--- src/sv/button_long_press_repeat_core_macros.svh ---
// Assertion helpers used by the RTL of the button block.
`ifndef BUTTON_LONG_PRESS_REPEAT_CORE_MACROS_SVH
`define BUTTON_LONG_PRESS_REPEAT_CORE_MACROS_SVH

// Same-cycle implication, disabled while reset is high.
`define BLPR_ASSERT_NOW(label, clk, rst, ante, cons) \
   label: assert property (@(posedge clk) disable iff (rst) (ante) |-> (cons)) \
      else $error("button block assertion failed");

// Next-cycle implication, disabled while reset is high.
`define BLPR_ASSERT_NEXT(label, clk, rst, ante, cons) \
   label: assert property (@(posedge clk) disable iff (rst) (ante) |=> (cons)) \
      else $error("button block assertion failed");

`endif

--- src/sv/blpr_pkg.sv ---
`default_nettype none

package blpr_pkg;

   localparam int CFG_DEBOUNCE_W = 8;
   localparam int CFG_TICKS_W    = 16;
   localparam int STABLE_W       = 8;

   localparam logic [CFG_DEBOUNCE_W-1:0] DEBOUNCE_RESET   = 8'd30;
   localparam logic [CFG_TICKS_W-1:0]    LONG_PRESS_RESET = 16'd1000;
   localparam logic [CFG_TICKS_W-1:0]    REPEAT_RESET     = 16'd300;

   localparam int CSR_ADDR_W = 4;

   typedef enum logic [1:0] {
      REG_DEBOUNCE   = 2'd0,
      REG_LONG_PRESS = 2'd1,
      REG_REPEAT     = 2'd2,
      REG_UNUSED     = 2'd3
   } reg_index_type;

   typedef enum logic [2:0] {
      EV_NONE     = 3'd0,
      EV_PRESS    = 3'd1,
      EV_LONG     = 3'd2,
      EV_REPEAT   = 3'd3,
      EV_CLICK    = 3'd4,
      EV_HOLD_END = 3'd5
   } event_type;

   typedef struct packed {
      logic [CFG_DEBOUNCE_W-1:0] debounce_ticks;
      logic [CFG_TICKS_W-1:0]    long_press_ticks;
      logic [CFG_TICKS_W-1:0]    repeat_ticks;
   } cfg_type;

   typedef struct packed {
      logic      pressed;
      event_type event_code;
   } rsp_word_type;

endpackage

`default_nettype wire

--- src/sv/blpr_core.sv ---
`default_nettype none

module blpr_core #(
   parameter int TIMER_WIDTH = 16
) (
   input  wire logic                  clock,
   input  wire logic                  reset,
   input  wire logic                  step,
   input  wire logic                  raw_level,
   input  wire blpr_pkg::cfg_type     cfg,
   output blpr_pkg::rsp_word_type     word
);

   localparam int CMP_W = (TIMER_WIDTH > blpr_pkg::CFG_TICKS_W) ? TIMER_WIDTH
                                                               : blpr_pkg::CFG_TICKS_W;

   logic                           last_raw_ff, last_raw_in;
   logic [blpr_pkg::STABLE_W-1:0]  stable_count_ff, stable_count_in;
   logic                           debounced_ff, debounced_in;
   logic                           long_active_ff, long_active_in;
   logic [TIMER_WIDTH-1:0]         held_count_ff, held_count_in;
   logic [TIMER_WIDTH-1:0]         since_repeat_ff, since_repeat_in;

   logic                           changed;
   logic [blpr_pkg::STABLE_W-1:0]  stable_inc;
   logic                           flip;
   logic                           fell;
   logic                           rose;
   logic [TIMER_WIDTH-1:0]         held_mid;
   logic [TIMER_WIDTH-1:0]         since_mid;
   logic                           long_mid;
   logic                           long_fire;
   logic                           repeat_fire;
   blpr_pkg::event_type            event_code;

   always_comb begin
      changed    = (raw_level != last_raw_ff);
      stable_inc = (stable_count_ff == '1) ? stable_count_ff : stable_count_ff + 1'b1;
      flip       = !changed && (stable_inc >= cfg.debounce_ticks) &&
                   (raw_level != debounced_ff);
      fell       = flip && !raw_level;
      rose       = flip && raw_level;

      last_raw_in     = raw_level;
      stable_count_in = changed ? '0 : stable_inc;
      debounced_in    = flip ? raw_level : debounced_ff;

      held_mid  = held_count_ff;
      since_mid = since_repeat_ff;
      long_mid  = long_active_ff;
      if (fell) begin
         held_mid = '0;
         long_mid = 1'b0;
      end else if (!debounced_in) begin
         held_mid = (held_count_ff == '1) ? held_count_ff : held_count_ff + 1'b1;
         if (long_active_ff) begin
            since_mid = (since_repeat_ff == '1) ? since_repeat_ff : since_repeat_ff + 1'b1;
         end
      end

      long_fire   = !debounced_in && !fell && !long_mid &&
                    (CMP_W'(held_mid) >= CMP_W'(cfg.long_press_ticks));
      repeat_fire = !debounced_in && !fell && !long_fire && long_mid &&
                    (CMP_W'(since_mid) >= CMP_W'(cfg.repeat_ticks));

      held_count_in   = held_mid;
      long_active_in  = long_mid || long_fire;
      since_repeat_in = (long_fire || repeat_fire) ? '0 : since_mid;

      event_code = blpr_pkg::EV_NONE;
      if (fell) begin
         event_code = blpr_pkg::EV_PRESS;
      end else if (long_fire) begin
         event_code = blpr_pkg::EV_LONG;
      end else if (repeat_fire) begin
         event_code = blpr_pkg::EV_REPEAT;
      end else if (rose) begin
         event_code = long_mid ? blpr_pkg::EV_HOLD_END : blpr_pkg::EV_CLICK;
      end

      word.event_code = event_code;
      word.pressed    = !debounced_in;
   end

   always_ff @(posedge clock) begin
      if (reset) begin
         last_raw_ff     <= 1'b1;
         stable_count_ff <= '0;
         debounced_ff    <= 1'b1;
         long_active_ff  <= 1'b0;
         held_count_ff   <= '0;
         since_repeat_ff <= '0;
      end else if (step) begin
         last_raw_ff     <= last_raw_in;
         stable_count_ff <= stable_count_in;
         debounced_ff    <= debounced_in;
         long_active_ff  <= long_active_in;
         held_count_ff   <= held_count_in;
         since_repeat_ff <= since_repeat_in;
      end
   end

endmodule

`default_nettype wire

--- src/sv/button_long_press_repeat_core.sv ---
// Button debounce with long-press detection and auto-repeat. Each input word is
// one millisecond tick carrying the raw active-low pin level in bit 0, and each
// accepted word yields exactly one result word with an event code (none, press,
// long press, repeat, quick-click release, hold release) and the debounced
// pressed level for the LED. A word is accepted every cycle unless the skid entry
// is full; its result is registered into a two-entry output buffer, which keeps the
// input side open while one result waits. Hold timers are TIMER_WIDTH bits wide and saturate.
// Thresholds are set through the APB-style port: debounce ticks at 0x0, long
// press ticks at 0x4, repeat ticks at 0x8; write them only while idle.
`default_nettype none

`include "button_long_press_repeat_core_macros.svh"

module button_long_press_repeat_core #(
   parameter int TIMER_WIDTH = 16
) (
   input  wire logic                            clock,
   input  wire logic                            reset,

   input  wire logic                            req_tvalid,
   output logic                                 req_tready,
   input  wire logic [7:0]                      req_tdata,   // [0] raw_level

   output logic                                 rsp_tvalid,
   input  wire logic                            rsp_tready,
   output logic [7:0]                           rsp_tdata,   // [2:0] event_code, [3] pressed

   input  wire logic                            csr_psel,
   input  wire logic                            csr_penable,
   input  wire logic                            csr_pwrite,
   input  wire logic [blpr_pkg::CSR_ADDR_W-1:0] csr_paddr,
   input  wire logic [31:0]                     csr_pwdata,
   output logic [31:0]                          csr_prdata,
   output logic                                 csr_pready
);

   blpr_pkg::cfg_type       cfg_ff, cfg_in;
   blpr_pkg::reg_index_type csr_index;
   logic                    csr_write;

   blpr_pkg::rsp_word_type  core_word;
   blpr_pkg::rsp_word_type  head_ff, head_in;
   blpr_pkg::rsp_word_type  skid_ff, skid_in;
   logic                    head_valid_ff, head_valid_in;
   logic                    skid_valid_ff, skid_valid_in;
   logic                    req_accept;
   logic                    rsp_pop;

   assign csr_pready = 1'b1;
   assign csr_index  = blpr_pkg::reg_index_type'(csr_paddr[3:2]);
   assign csr_write  = csr_psel && csr_penable && csr_pwrite && csr_pready;

   always_comb begin
      cfg_in = cfg_ff;
      if (csr_write) begin
         case (csr_index)
            blpr_pkg::REG_DEBOUNCE: begin
               cfg_in.debounce_ticks = csr_pwdata[blpr_pkg::CFG_DEBOUNCE_W-1:0];
            end
            blpr_pkg::REG_LONG_PRESS: begin
               cfg_in.long_press_ticks = csr_pwdata[blpr_pkg::CFG_TICKS_W-1:0];
            end
            blpr_pkg::REG_REPEAT: begin
               cfg_in.repeat_ticks = csr_pwdata[blpr_pkg::CFG_TICKS_W-1:0];
            end
            default: begin
               cfg_in = cfg_ff;
            end
         endcase
      end
   end

   always_comb begin
      case (csr_index)
         blpr_pkg::REG_DEBOUNCE:   csr_prdata = 32'(cfg_ff.debounce_ticks);
         blpr_pkg::REG_LONG_PRESS: csr_prdata = 32'(cfg_ff.long_press_ticks);
         blpr_pkg::REG_REPEAT:     csr_prdata = 32'(cfg_ff.repeat_ticks);
         default:                  csr_prdata = '0;
      endcase
   end

   always_ff @(posedge clock) begin
      if (reset) begin
         cfg_ff.debounce_ticks   <= blpr_pkg::DEBOUNCE_RESET;
         cfg_ff.long_press_ticks <= blpr_pkg::LONG_PRESS_RESET;
         cfg_ff.repeat_ticks     <= blpr_pkg::REPEAT_RESET;
      end else begin
         cfg_ff <= cfg_in;
      end
   end

   assign req_tready = !skid_valid_ff;
   assign req_accept = req_tvalid && req_tready;
   assign rsp_pop    = head_valid_ff && rsp_tready;

   blpr_core #(
      .TIMER_WIDTH (TIMER_WIDTH)
   ) u_core (
      .clock     (clock),
      .reset     (reset),
      .step      (req_accept),
      .raw_level (req_tdata[0]),
      .cfg       (cfg_ff),
      .word      (core_word)
   );

   always_comb begin
      head_in       = head_ff;
      skid_in       = skid_ff;
      head_valid_in = head_valid_ff;
      skid_valid_in = skid_valid_ff;
      if (skid_valid_ff) begin
         if (rsp_pop) begin
            head_in       = skid_ff;
            skid_valid_in = 1'b0;
         end
      end else if (req_accept) begin
         if (head_valid_ff && !rsp_pop) begin
            skid_in       = core_word;
            skid_valid_in = 1'b1;
         end else begin
            head_in       = core_word;
            head_valid_in = 1'b1;
         end
      end else if (rsp_pop) begin
         head_valid_in = 1'b0;
      end
   end

   always_ff @(posedge clock) begin
      if (reset) begin
         head_valid_ff <= 1'b0;
         skid_valid_ff <= 1'b0;
      end else begin
         head_valid_ff <= head_valid_in;
         skid_valid_ff <= skid_valid_in;
      end
   end

   always_ff @(posedge clock) begin
      head_ff <= head_in;
      skid_ff <= skid_in;
   end

   assign rsp_tvalid = head_valid_ff;
   assign rsp_tdata  = {4'b0000, head_ff.pressed, head_ff.event_code};

   `BLPR_ASSERT_NOW(a_skid_needs_head, clock, reset, skid_valid_ff, head_valid_ff)
   `BLPR_ASSERT_NEXT(a_fill_skid, clock, reset,
      req_accept && head_valid_ff && !rsp_pop, skid_valid_ff)
   `BLPR_ASSERT_NEXT(a_fill_head, clock, reset, req_accept && !head_valid_ff, head_valid_ff)
   `BLPR_ASSERT_NOW(a_held_events_pressed, clock, reset,
      head_valid_ff && (head_ff.event_code == blpr_pkg::EV_PRESS ||
      head_ff.event_code == blpr_pkg::EV_LONG || head_ff.event_code == blpr_pkg::EV_REPEAT),
      head_ff.pressed)
   `BLPR_ASSERT_NOW(a_release_events_released, clock, reset,
      head_valid_ff && (head_ff.event_code == blpr_pkg::EV_CLICK ||
      head_ff.event_code == blpr_pkg::EV_HOLD_END), !head_ff.pressed)

endmodule

`default_nettype wire
--- config.mk ---
export PLATFORM = sky130hd
export DESIGN_NAME = button_long_press_repeat_core
export DESIGN_NICKNAME = d
export VERILOG_FILES = /design/src/sv/blpr_pkg.sv /design/src/sv/blpr_core.sv /design/src/sv/button_long_press_repeat_core.sv
export VERILOG_INCLUDE_DIRS = /design/src /design/src/sv
export SDC_FILE = /design/constraint.sdc
export NUM_CORES = 1
export LEC_CHECK = 0
export ABC_CLOCK_PERIOD_IN_PS = 5600
export BUFFER_PORTS_ARGS = -buffer_cell sky130_fd_sc_hd__buf_2
export CAP_MARGIN = 25
export CORE_MARGIN = 1.5
export CORE_UTILIZATION = 58
export DETAILED_ROUTE_END_ITERATION = 8
export PLACE_DENSITY = 0.81
export SLEW_MARGIN = 0
export SYNTH_ARGS = -nofsm -noshare
export SYNTH_HDL_FRONTEND = slang
export SYNTH_SLANG_ARGS = --single-unit
--- constraint.sdc ---
create_clock -name clock -period 5.6 [get_ports clock]
set_clock_uncertainty 0.15 [all_clocks]
set_input_delay 1.12 -clock clock [delete_from_list [all_inputs] [get_ports clock]]
set_output_delay 1.12 -clock clock [all_outputs]
set_load 0.01 [all_outputs]
==> results of run 1 <==
-- cell type report --
| class | instances | area share, % |
|---|---|---|
| Sequential cell | 93 | 29.20 |
| Timing Repair Buffer | 69 | 6.014 |
| Clock inverter | 7 | 0.8645 |
| Multi-Input combinational cell | 590 | 56.79 |
| Tap cell | 136 | 2.556 |
| Inverter | 48 | 2.706 |
| Clock buffer | 9 | 1.861 |
-- cells in the mapped netlist, drive strengths merged, types with 4 or more instances --
cell type  count  area [um2]
nand2        101       381.6
dfxtp         85        1702
a21oi         69       356.6
nor2          56       210.2
inv           48       180.2
ha            43       538.0
o21ai         40       204.0
buf           33       215.2
clkbuf        32       120.1
nand3         26       130.1
a31oi         16       106.4
and3          16       100.1
a211o         15       131.4
a22o          15       131.4
nor3          14       70.07
xor2          14       122.6
mux2i         13       130.1
nand4         13       81.33
and2          10       62.56
or3           10       62.56
o211ai         9       67.56
xnor2          9       78.83
edfxtp         8       240.2
a211oi         7       52.55
nor2b          7       43.79
or4            7       52.55
a22oi          6       45.04
o31ai          6       58.81
mux2           5       56.30
a21o           4       30.03
nand2b         4       32.53
nor4           4       25.02
o21a           4       30.03
-- logic make-up (layout without fill, tap and decap cells) --
logic type                 count (synthesis)  count (layout)  synth area share, %
and+or+nand+nor                          280             280                22.05
DFF                                       93              93                31.71
other                                      2              21               0.1226
xor gates and xnor gates                  23              23                3.290
adders and majority gates                 43              43                8.786
AOI/OAI and AO/OA                        205             205                22.58
muxes                                     18              18                3.044
buffers and inverters                    113             133                8.419
-- metrics by stage --
stage	instances	util (%)
5_1_grt	952	64.78
2_1_floorplan	796	-
6_report	952	64.78
3_3_place_gp	935	62.59
3_5_place_dp	935	62.59
4_1_cts	951	64.40
-- how the worst max path moves through the flow --
| stage | depth (start not counted) | slack (ns) | from | end |
|---|---|---|---|---|
| after floorplan | 21 | 0.59 | u_core.stable_count_ff[0]$_SDFFE_PP0P_ | u_core.since_repeat_ff[0]$_SDFFE_PP0P_ |
| after global placement | 22 | 0.26 | u_core.stable_count_ff[0]$_SDFFE_PP0P_ | u_core.since_repeat_ff[2]$_SDFFE_PP0P_ |
| after detailed placement | 22 | 0.09 | u_core.stable_count_ff[0]$_SDFFE_PP0P_ | u_core.since_repeat_ff[2]$_SDFFE_PP0P_ |
| after CTS | 23 | 0.05 | u_core.stable_count_ff[0]$_SDFFE_PP0P_ | u_core.since_repeat_ff[2]$_SDFFE_PP0P_ |
| after global routing | 22 | -0.01 | u_core.stable_count_ff[0]$_SDFFE_PP0P_ | u_core.since_repeat_ff[2]$_SDFFE_PP0P_ |
| final | 22 | 0.26 | u_core.stable_count_ff[0]$_SDFFE_PP0P_ | u_core.since_repeat_ff[2]$_SDFFE_PP0P_ |
-- power groups by stage --
stage / sequential (mW) / clock [mW] / combinational, mW
finish: 0.695 / 0.437 / 0.177
global route: 0.697 / 0.467 / 0.193
CTS: 0.694 / 0.443 / 0.169
detailed placement: 0.710 / 0 / 0.167
global placement: 0.709 / 0 / 0.161
floorplan: 0.706 / 0 / 0.124
-- tightest hold or removal path: cells and delay by family, from the launching register on --
kind	cells	cell delay [ns]
compound gates	1	0.05
flops	1	0.33
simple gates	1	0.06
-- state kept, by name, summed over array words and instances (netlist names) --
| name | count |
|---|---|
| skid_valid_ff | 1 |
| skid_ff | 4 |
| cfg_ff | 40 |
| u_core.stable_count_ff | 8 |
| u_core.long_active_ff | 1 |
| u_core.since_repeat_ff | 16 |
| u_core.last_raw_ff | 1 |
| rsp_tdata | 4 |
| rsp_tvalid | 1 |
| u_core.debounced_ff | 1 |
| u_core.held_count_ff | 16 |
-- layer usage --
layer	vias to the layer above	share of wire, %
li1	2798	-
met1	2764	42
met2	238	48
met3	35	6.4
met4	0	3.2
met5	-	0
-- timing repair --
item,CTS,global route
resized for setup,1,7
pin swaps,0,4
setup endpoints to repair,1,19
==> reports/results.ini, run 1 <==
[detailed_routing]
vias=5835
drt_iter0_drc=462
routed_wl_mm=16.03
viasPerCell=6.129
wl_per_cell_um=16.84
drc=0
first_pass_iters=5
antenna_left=0

[pwr]
p_switching_uw=394.1
p_seq_share_pct=53.1
p_int_uw=915.4
combPwrFrac_pct=13.5
power_frac_clock_pct=33.4
power.static_leakage_nw=2.765
switching_share_pct=30.10
finalPower_mw=1.309
vdd_ir_drop_max_mv=0.1691
power_density_mw_per_mm2=196.7

[placed_design]
postPlaceCellArea_mm2=0.006432
io_buffer_count=47
gp_routability_congestion=0.8753
post-place-ws_ns=0.08732
hpwl_mm=11.54

[min_path]
worst_hold_path_type=flop to flop
hold_depth=2
hold_end=cfg_ff[15]$_SDFFE_PP0P_
holdCritStartpoint=cfg_ff[15]$_SDFFE_PP0P_

[yosys]
synth_seq_cells=93
synthCells=777
syn_avg_cell_area_um2=7.881
synthArstFlopShare_pct=0
ys_warn_count=0
synth_edf_count=8
ys_seq_area_share_pct=31.71
yosysUniqueCellTypes=61
synth_flop_cell=dfxtp_1
synth_area_mm2=0.006123

[sta]
setup_tns_ns=0
fin_ws_ns=0.2604
worst_slew_margin_rel_pct=45.73
finalSetupViolCount=0
post-route-min-period_ns=5.340
timing.hold.ws_ns=0.3306
worst_pin_slew_ns=0.8140
fmax_mhz=187.3
slew_violations=0
min_period_over_period_pct=95.35
hold_viol=0

[final_layout]
insertedDiodeCount=0
final_common_cell=nand2_1
drive_above_1_share_pct=13.24
multi_input_area_mm2=0.003781
seq_area_mm2=0.001944
nets=905
finalInstanceArea_mm2=0.006658
final_cell_mix=nand2_1 (100), dfxtp_1 (83), a21oi_1 (67), nor2_1 (56), inv_1 (48)
area_growth_syn_to_layout_pct=8.725
fillCellCount=846

[run]
max-cap-violations=0

[grt]
globalRouteMet3Util_pct=4.329
grt.busiest_layer=met2
met1_usage_pct=36.76
global_route.usage.met2_pct=48.98
grtUsageTotal_pct=28.95
overflow=0
grt_pass1_wl_mm=25.92
grt_max_degree=74
grt_pass1_vias=5379
antenna_found_initial=0

[cts]
numCtsBuffers=9
cts_hold_buf=0
cts_setup_buffers=0
clock_path_buffers=2
cts_tree=yes
clock-sinks=93
htree_levels=3
clk_pin_slew_ns=0.10
cts_root_buf=clkbuf_8
clk_latency_ns=0.38

[setup_path]
reg2reg_from=u_core.stable_count_ff[0]$_SDFFE_PP0P_
critPathMaxStageDelay_ns=0.39
crit_fanout=20
worst_setup_path_end_kind=flop
critPathSlowestCell=dfxtp_2
critPathTopFamily=compound AO/OA/AOI/OAI gates
crit_buf_inv=1
cp-start-kind=flop
rrSetupSlack_ns=0.26
r2r_cells=22
critPathKind=flop to flop
cp_cell_sequence=ha_1 > and2_1 > nand3_2 > and2_1 > nand2_1 > xnor2_1 > ha_1 > nand4_1 > o31a_1 > o21ai_2 > nand2_4 > or3_1 > a21oi_1 > ha_1 > o21ai_0 > o21ai_0 > a21oi_2 > o311ai_4 > buf_4 > a31o_2 > or3_1 > o21ai_0
required_ns=5.76
worstPathArrival_ns=5.50
reg2reg_to=u_core.since_repeat_ff[2]$_SDFFE_PP0P_

[floorplan]
core.rowCount=37
dieArea_mm2=0.01118
die_w_um=105.8
core-area_mm2=0.01028
initial_core_util_pct=59.58
io-pin-count=94
fp.dieH_um=105.8

[outcome]
status=completed

Power figures use the tool's default switching activity.
==> run 2, diff against run 1 <==
--- a/config.mk
+++ b/config.mk
@@ -7,12 +7,11 @@
 export NUM_CORES = 1
 export LEC_CHECK = 0
 export ABC_CLOCK_PERIOD_IN_PS = 5600
-export BUFFER_PORTS_ARGS = -buffer_cell sky130_fd_sc_hd__buf_2
+export BUFFER_PORTS_ARGS = -buffer_cell sky130_fd_sc_hd__buf_4
 export CAP_MARGIN = 25
 export CORE_MARGIN = 1.5
-export CORE_UTILIZATION = 58
+export CORE_UTILIZATION = 40
 export DETAILED_ROUTE_END_ITERATION = 8
-export PLACE_DENSITY = 0.81
 export SLEW_MARGIN = 0
 export SYNTH_ARGS = -nofsm -noshare
 export SYNTH_HDL_FRONTEND = slang
==> run 2 against run 1 <==
Cell area grew 4.5%. Core utilization shrank 19 points. Total power grew 13%. Critical endpoint unchanged. Largest power group unchanged. Highest routed layer unchanged.
==> reports/results.ini, run 2 (synthesis results as in run 1) <==
[outcome]
status=completed

[setup_path]
crit_buf_inv=3  ; +2
critPathMaxStageDelay_ns=0.38  ; about the same
required_ns=5.73  ; -0.03 ns
critPathSlowestCell=o31a_1
worst_setup_path_end_kind=flop
cp-start-kind=flop
crit_fanout=18  ; -10%
critPathTopFamily=simple AND/OR/NAND/NOR gates
cp_cell_sequence=ha_1 > and2_4 > nand3_2 > and2_1 > nand2_1 > xnor2_1 > ha_1 > nand4_1 > o31a_1 > o21ai_2 > nand2_4 > buf_4 > or3_1 > a21oi_1 > ha_1 > o21a_1 > nor2_2 > o311ai_2 > buf_4 > buf_4 > a31o_2 > or3_1 > o21ai_0
critPathKind=flop to flop
worstPathArrival_ns=5.37  ; -0.13 ns

[floorplan]
core.rowCount=45  ; +22%
core-area_mm2=0.01509  ; +47%
fp.dieH_um=126.7  ; +20%
dieArea_mm2=0.01606  ; +44%
initial_core_util_pct=40.58  ; -19 points
die_w_um=126.7  ; +20%
io-pin-count=94  ; unchanged

[grt]
grt_pass1_vias=5368  ; -0.20%
antenna_found_initial=0  ; unchanged
overflow=0  ; unchanged
grt_max_degree=75  ; +1.4%
grt_pass1_wl_mm=27.05  ; +4.4%
grtUsageTotal_pct=21.19  ; -7.8 points

[sta]
worst_pin_slew_ns=0.8357  ; +0.02167 ns
hold_viol=0  ; unchanged
timing.hold.ws_ns=0.3249  ; -0.005732 ns
finalSetupViolCount=0  ; unchanged
worst_slew_margin_rel_pct=44.29  ; -1.4 points
slew_violations=0  ; unchanged
post-route-min-period_ns=5.237  ; -0.1025 ns
min_period_over_period_pct=93.52  ; -1.8 points
fmax_mhz=190.9  ; +2.0%
setup_tns_ns=0  ; unchanged
rsz0062_at_grt=no
fin_ws_ns=0.3629  ; +0.1025 ns

[placed_design]
io_buffer_count=47  ; unchanged
gp_routability_congestion=0.8621  ; -1.5%
post-place-ws_ns=-0.02639  ; -0.1137 ns
post-place-cells=989  ; +5.8%
hpwl_mm=12.11  ; +4.9%

[min_path]
worst_hold_path_type=flop to flop

[detailed_routing]
vias=5658  ; -3.0%
drt_iter0_drc=330  ; -29%
wl_per_cell_um=16.53  ; -1.8%
drc=0  ; unchanged
routed_wl_mm=16.63  ; +3.7%
viasPerCell=5.624  ; -8.2%
first_pass_iters=5  ; unchanged
antenna_left=0  ; unchanged

[final_layout]
nets=907  ; +0.22%
final_common_cell=nand2_1
drive_above_1_share_pct=13.69  ; +0.46 points
top_register=cfg_ff
area_growth_syn_to_layout_pct=13.67
insertedDiodeCount=0  ; unchanged
largest_reg_flops=40  ; unchanged
reg_top3=cfg_ff x40, u_core.held_count_ff x16, u_core.since_repeat_ff x16
final_cell_mix=nand2_1 (100), dfxtp_1 (84), buf_4 (70), a21oi_1 (67), nor2_1 (55)
post_layout_nonfiller_instances=1006  ; +5.7%
fillCellCount=1468  ; +74%

[pwr]
p_seq_share_pct=47.0  ; -6.1 points
vdd_ir_drop_max_mv=0.1378  ; -19%
p_switching_uw=414.6  ; +5.2%
combPwrFrac_pct=12.9  ; -0.6 points
p_int_mw=1.063  ; +16%
finalPower_mw=1.478  ; +13%
switching_share_pct=28.05  ; -2.0 points
power.static_leakage_nw=2.820  ; +2.0%
power_density_mw_per_mm2=212.4  ; +8.0%
power_frac_clock_pct=40.1  ; +6.7 points

[run]
max-cap-violations=0  ; unchanged

[cts]
numCtsBuffers=9  ; unchanged
clk_pin_slew_ns=0.07  ; -0.03 ns
cts_tree=yes
htree_levels=3  ; unchanged
cts_hold_buf=0  ; unchanged
clock_path_buffers=2  ; unchanged
clk_latency_ns=0.35  ; -0.03 ns
clock-sinks=93  ; unchanged
cts_root_buf=clkbuf_16

[run 2: layout make-up]
type / count / area [um2] / share of cell area, %
inverter: 48 / 180.2 / 2.589
multi-input combinational: 590 / 3790 / 54.45
clock buffer: 10 / 229.0 / 3.290
clock inverter: 6 / 46.29 / 0.6651
tap: 188 / 235.2 / 3.379
sequential: 93 / 1943 / 27.92
timing repair buffer: 71 / 536.8 / 7.712
[run 2: metal layers]
metal,vias up,GRT usage (%),routed length (um)
met3,13,3.543,783
li1,2791,-,-
met2,146,35.71,7932
met1,2708,28.03,7717
met5,-,0,0
met4,0,6.016,193
[run 2: worst paths after layout]
| kind | from | end | slack [ns] | cells after the start |
|---|---|---|---|---|
| worst min register to register | cfg_ff[31]$_SDFFE_PP0P_ | cfg_ff[31]$_SDFFE_PP0P_ | 0.32 | 2 |
| worst max register to register | u_core.stable_count_ff[1]$_SDFFE_PP0P_ | u_core.since_repeat_ff[2]$_SDFFE_PP0P_ | 0.36 | 23 |
| worst min-delay path | cfg_ff[31]$_SDFFE_PP0P_ | cfg_ff[31]$_SDFFE_PP0P_ | 0.32 | 2 |
| worst max-delay path | u_core.stable_count_ff[1]$_SDFFE_PP0P_ | u_core.since_repeat_ff[2]$_SDFFE_PP0P_ | 0.36 | 23 |
[run 2: per-stage QoR]
step | area (um2) | util [%]
final | 6960 | 46.13
after global routing | 6960 | 46.13
after CTS | 6918 | 45.85
after detailed placement | 6630 | 43.94
after global placement | 6630 | 43.94
after floorplan | 6195 | -
[run 2: worst min-delay path, delay by kind of cell, from the launching register on]
family / cells / cell delay [ns]
simple gates: 1 / 0.06
compound gates: 1 / 0.05
flops: 1 / 0.32
[run 2: what timing repair did]
| action | in CTS | in global routing |
|---|---|---|
| pin swaps | 0 | 4 |
| buffers inserted | 0 | 0 |
| endpoints found under the setup margin | 2 | 19 |
| gates resized for setup | 2 | 11 |
[run 2: power by group through the flow]
| stage | combinational [mW] | sequential [mW] | clock, mW |
|---|---|---|---|
| 3_5_place_dp | 0.184 | 0.710 | 0 |
| 5_1_grt | 0.207 | 0.697 | 0.634 |
| 4_1_cts | 0.187 | 0.694 | 0.609 |
| 6_report | 0.190 | 0.695 | 0.593 |
| 2_1_floorplan | 0.124 | 0.706 | 0 |
| 3_3_place_gp | 0.179 | 0.709 | 0 |
==> run 3, diff against run 2 <==
--- a/config.mk
+++ b/config.mk
@@ -10,7 +10,7 @@
 export BUFFER_PORTS_ARGS = -buffer_cell sky130_fd_sc_hd__buf_4
 export CAP_MARGIN = 25
 export CORE_MARGIN = 1.5
-export CORE_UTILIZATION = 40
+export CORE_UTILIZATION = 41
 export DETAILED_ROUTE_END_ITERATION = 8
 export SLEW_MARGIN = 0
 export SYNTH_ARGS = -nofsm -noshare
==> run 3 against run 2 <==
Combinational power is essentially flat. Total power grew 2.4%. Sequential power is essentially flat. Worst hold slack is essentially flat. Cell count is the same. First-iteration DRC count shrank 7.6%. Cell area grew 0.56%. Largest cell class unchanged. Sequential share of layout area shrank 0.15 points. Maximum frequency shrank 2.6%. Count of clock-buffer cells in the layout grew 2. Highest routed layer unchanged. Critical endpoint is now u_core.since_repeat_ff[10]$_SDFFE_PP0P_. Die area shrank 2.4%. Wire length grew 1.7%.
==> reports/results.ini, run 3 (synthesis results as in run 1) <==
[final_layout]
largest_reg_flops=40  ; unchanged
final_common_cell=nand2_1
drive_above_1_share_pct=13.99  ; +0.30 points
final_cell_mix=nand2_1 (100), dfxtp_1 (84), buf_4 (75), a21oi_1 (66), nor2_1 (56)
nets=911  ; +0.44%
insertedDiodeCount=0  ; unchanged
reg_top3=cfg_ff x40, u_core.held_count_ff x16, u_core.since_repeat_ff x16
top_register=cfg_ff
area_growth_syn_to_layout_pct=14.30

[cts]
clk_pin_slew_ns=0.07  ; about the same
cts_tree=yes
clk_latency_ns=0.35  ; about the same
htree_levels=3  ; unchanged
clock_path_buffers=2  ; unchanged
numCtsBuffers=9  ; unchanged
clock-sinks=93  ; unchanged
cts_root_buf=clkbuf_16
cts_hold_buf=0  ; unchanged

[floorplan]
core-area_mm2=0.01453  ; -3.7%
core.rowCount=44  ; -2.2%
io-pin-count=94  ; unchanged
die_w_um=125.2  ; -1.2%
fp.dieH_um=125.2  ; -1.2%
initial_core_util_pct=42.13  ; +1.6 points
dieArea_mm2=0.01568  ; -2.4%

[run]
max-cap-violations=0  ; unchanged

[placed_design]
io_buffer_count=47  ; unchanged
hpwl_mm=12.27  ; +1.3%
gp_routability_congestion=0.8437  ; -2.1%

[pwr]
p_int_mw=1.114  ; +4.8%
power_frac_clock_pct=41.7  ; +1.6 points
p_switching_uw=399.5  ; -3.6%
power_density_mw_per_mm2=216.2  ; +1.8%
switching_share_pct=26.40  ; -1.7 points
combPwrFrac_pct=12.4  ; -0.5 points
power.static_leakage_nw=2.855  ; +1.3%
vdd_ir_drop_max_mv=0.1431  ; +3.8%
p_seq_share_pct=45.9  ; -1.1 points
finalPower_mw=1.514  ; +2.4%

[detailed_routing]
viasPerCell=5.692  ; +1.2%
routed_wl_mm=16.91  ; +1.7%
vias=5726  ; +1.2%
first_pass_iters=5  ; unchanged
drt_iter0_drc=305  ; -7.6%
antenna_left=0  ; unchanged
drc=0  ; unchanged
wl_per_cell_um=16.81  ; +1.7%

[setup_path]
cp-start-kind=flop
crit_buf_inv=3  ; unchanged
crit_fanout=7  ; -11
critPathTopFamily=compound AO/OA/AOI/OAI gates
worstPathArrival_ns=5.43  ; +0.06 ns
required_ns=5.65  ; -0.08 ns
critPathKind=flop to flop
critPathMaxStageDelay_ns=0.48  ; +0.10 ns
cp_cell_sequence=ha_1 > and2_1 > nand3_2 > mux2_2 > ha_1 > a2111oi_4 > o31ai_4 > buf_4 > buf_4 > a21oi_4 > nand2b_1 > xnor2_1 > ha_1 > o211ai_1 > a2111o_1 > o211ai_1 > nand3_2 > buf_4 > o211ai_1 > a31oi_1
worst_setup_path_end_kind=flop
critPathSlowestCell=a2111o_1

[sta]
worst_pin_slew_ns=0.8452  ; +0.009545 ns
slew_violations=0  ; unchanged
setup_tns_ns=0  ; unchanged
finalSetupViolCount=0  ; unchanged
worst_slew_margin_rel_pct=43.65  ; -0.64 points
hold_viol=0  ; unchanged
min_period_over_period_pct=95.98  ; +2.5 points
fmax_mhz=186.0  ; -2.6%
post-route-min-period_ns=5.375  ; +0.1379 ns

[outcome]
status=completed

[grt]
antenna_found_initial=0  ; unchanged
grt_max_degree=75  ; unchanged
overflow=0  ; unchanged
grt_pass1_wl_mm=27.44  ; +1.5%
grtUsageTotal_pct=21.57  ; +0.38 points
grt_pass1_vias=5495  ; +2.4%

[min_path]
worst_hold_path_type=flop to flop

-- run 3: worst min-delay path, cell delays in order (launching register included) --
cell and delay, ns:
dfxtp_1 0.32, nand2_1 0.05, a21oi_1 0.05
-- run 3: metrics by stage --
step	utilization (%)	instance area, um2	worst slack [ns]	std cells	hold slack, ns
after global routing	48.16	6999	-0.04713	1006	0.3624
after floorplan	-	6195	0.5905	796	0.2990
after global placement	45.53	6618	0.1410	984	0.3104
after CTS	47.66	6927	0.01279	1001	0.3243
final	48.16	6999	0.2249	1006	0.3247
after detailed placement	45.58	6625	-0.01650	985	0.3151
-- run 3: per-layer routing --
metal,track usage (%),routed length [um],up-vias
met5,0,0,-
met4,10.16,454,0
met3,2.610,624,25
met2,35.42,7969,150
met1,28.28,7863,2741
li1,-,-,2810
-- run 3: area by class of cell --
class,count,area [um2]
fill,1445,7535
clock inverter,4,46.29
timing repair buffer,75,563.0
inverter,48,180.2
clock buffer,12,246.5
tap,184,230.2
multi-input combinational,590,3790
sequential,93,1943
-- run 3: power groups by stage --
stage                     sequential [mW]  clock (mW)  combinational (mW)
final                               0.695       0.631               0.188
after global routing                0.697       0.668               0.205
after CTS                           0.695       0.642               0.183
after detailed placement            0.710           0               0.181
after global placement              0.709           0               0.176
after floorplan                     0.706           0               0.124
-- run 3: worst paths after layout --
kind | startpoint | to | slack, ns | depth (start not counted)
setup reg to reg | u_core.stable_count_ff[0]$_SDFFE_PP0P_ | u_core.since_repeat_ff[10]$_SDFFE_PP0P_ | 0.22 | 20
hold / removal | cfg_ff[10]$_SDFFE_PP0P_ | cfg_ff[10]$_SDFFE_PP0P_ | 0.32 | 2
setup / recovery | u_core.stable_count_ff[0]$_SDFFE_PP0P_ | u_core.since_repeat_ff[10]$_SDFFE_PP0P_ | 0.22 | 20
hold reg to reg | cfg_ff[10]$_SDFFE_PP0P_ | cfg_ff[10]$_SDFFE_PP0P_ | 0.32 | 2
-- run 3: what timing repair did --
action | CTS | global route
pin swaps | 0 | 7
buffers inserted | 0 | 5
endpoints found under the setup margin | 2 | 19
resized for setup | 1 | 10
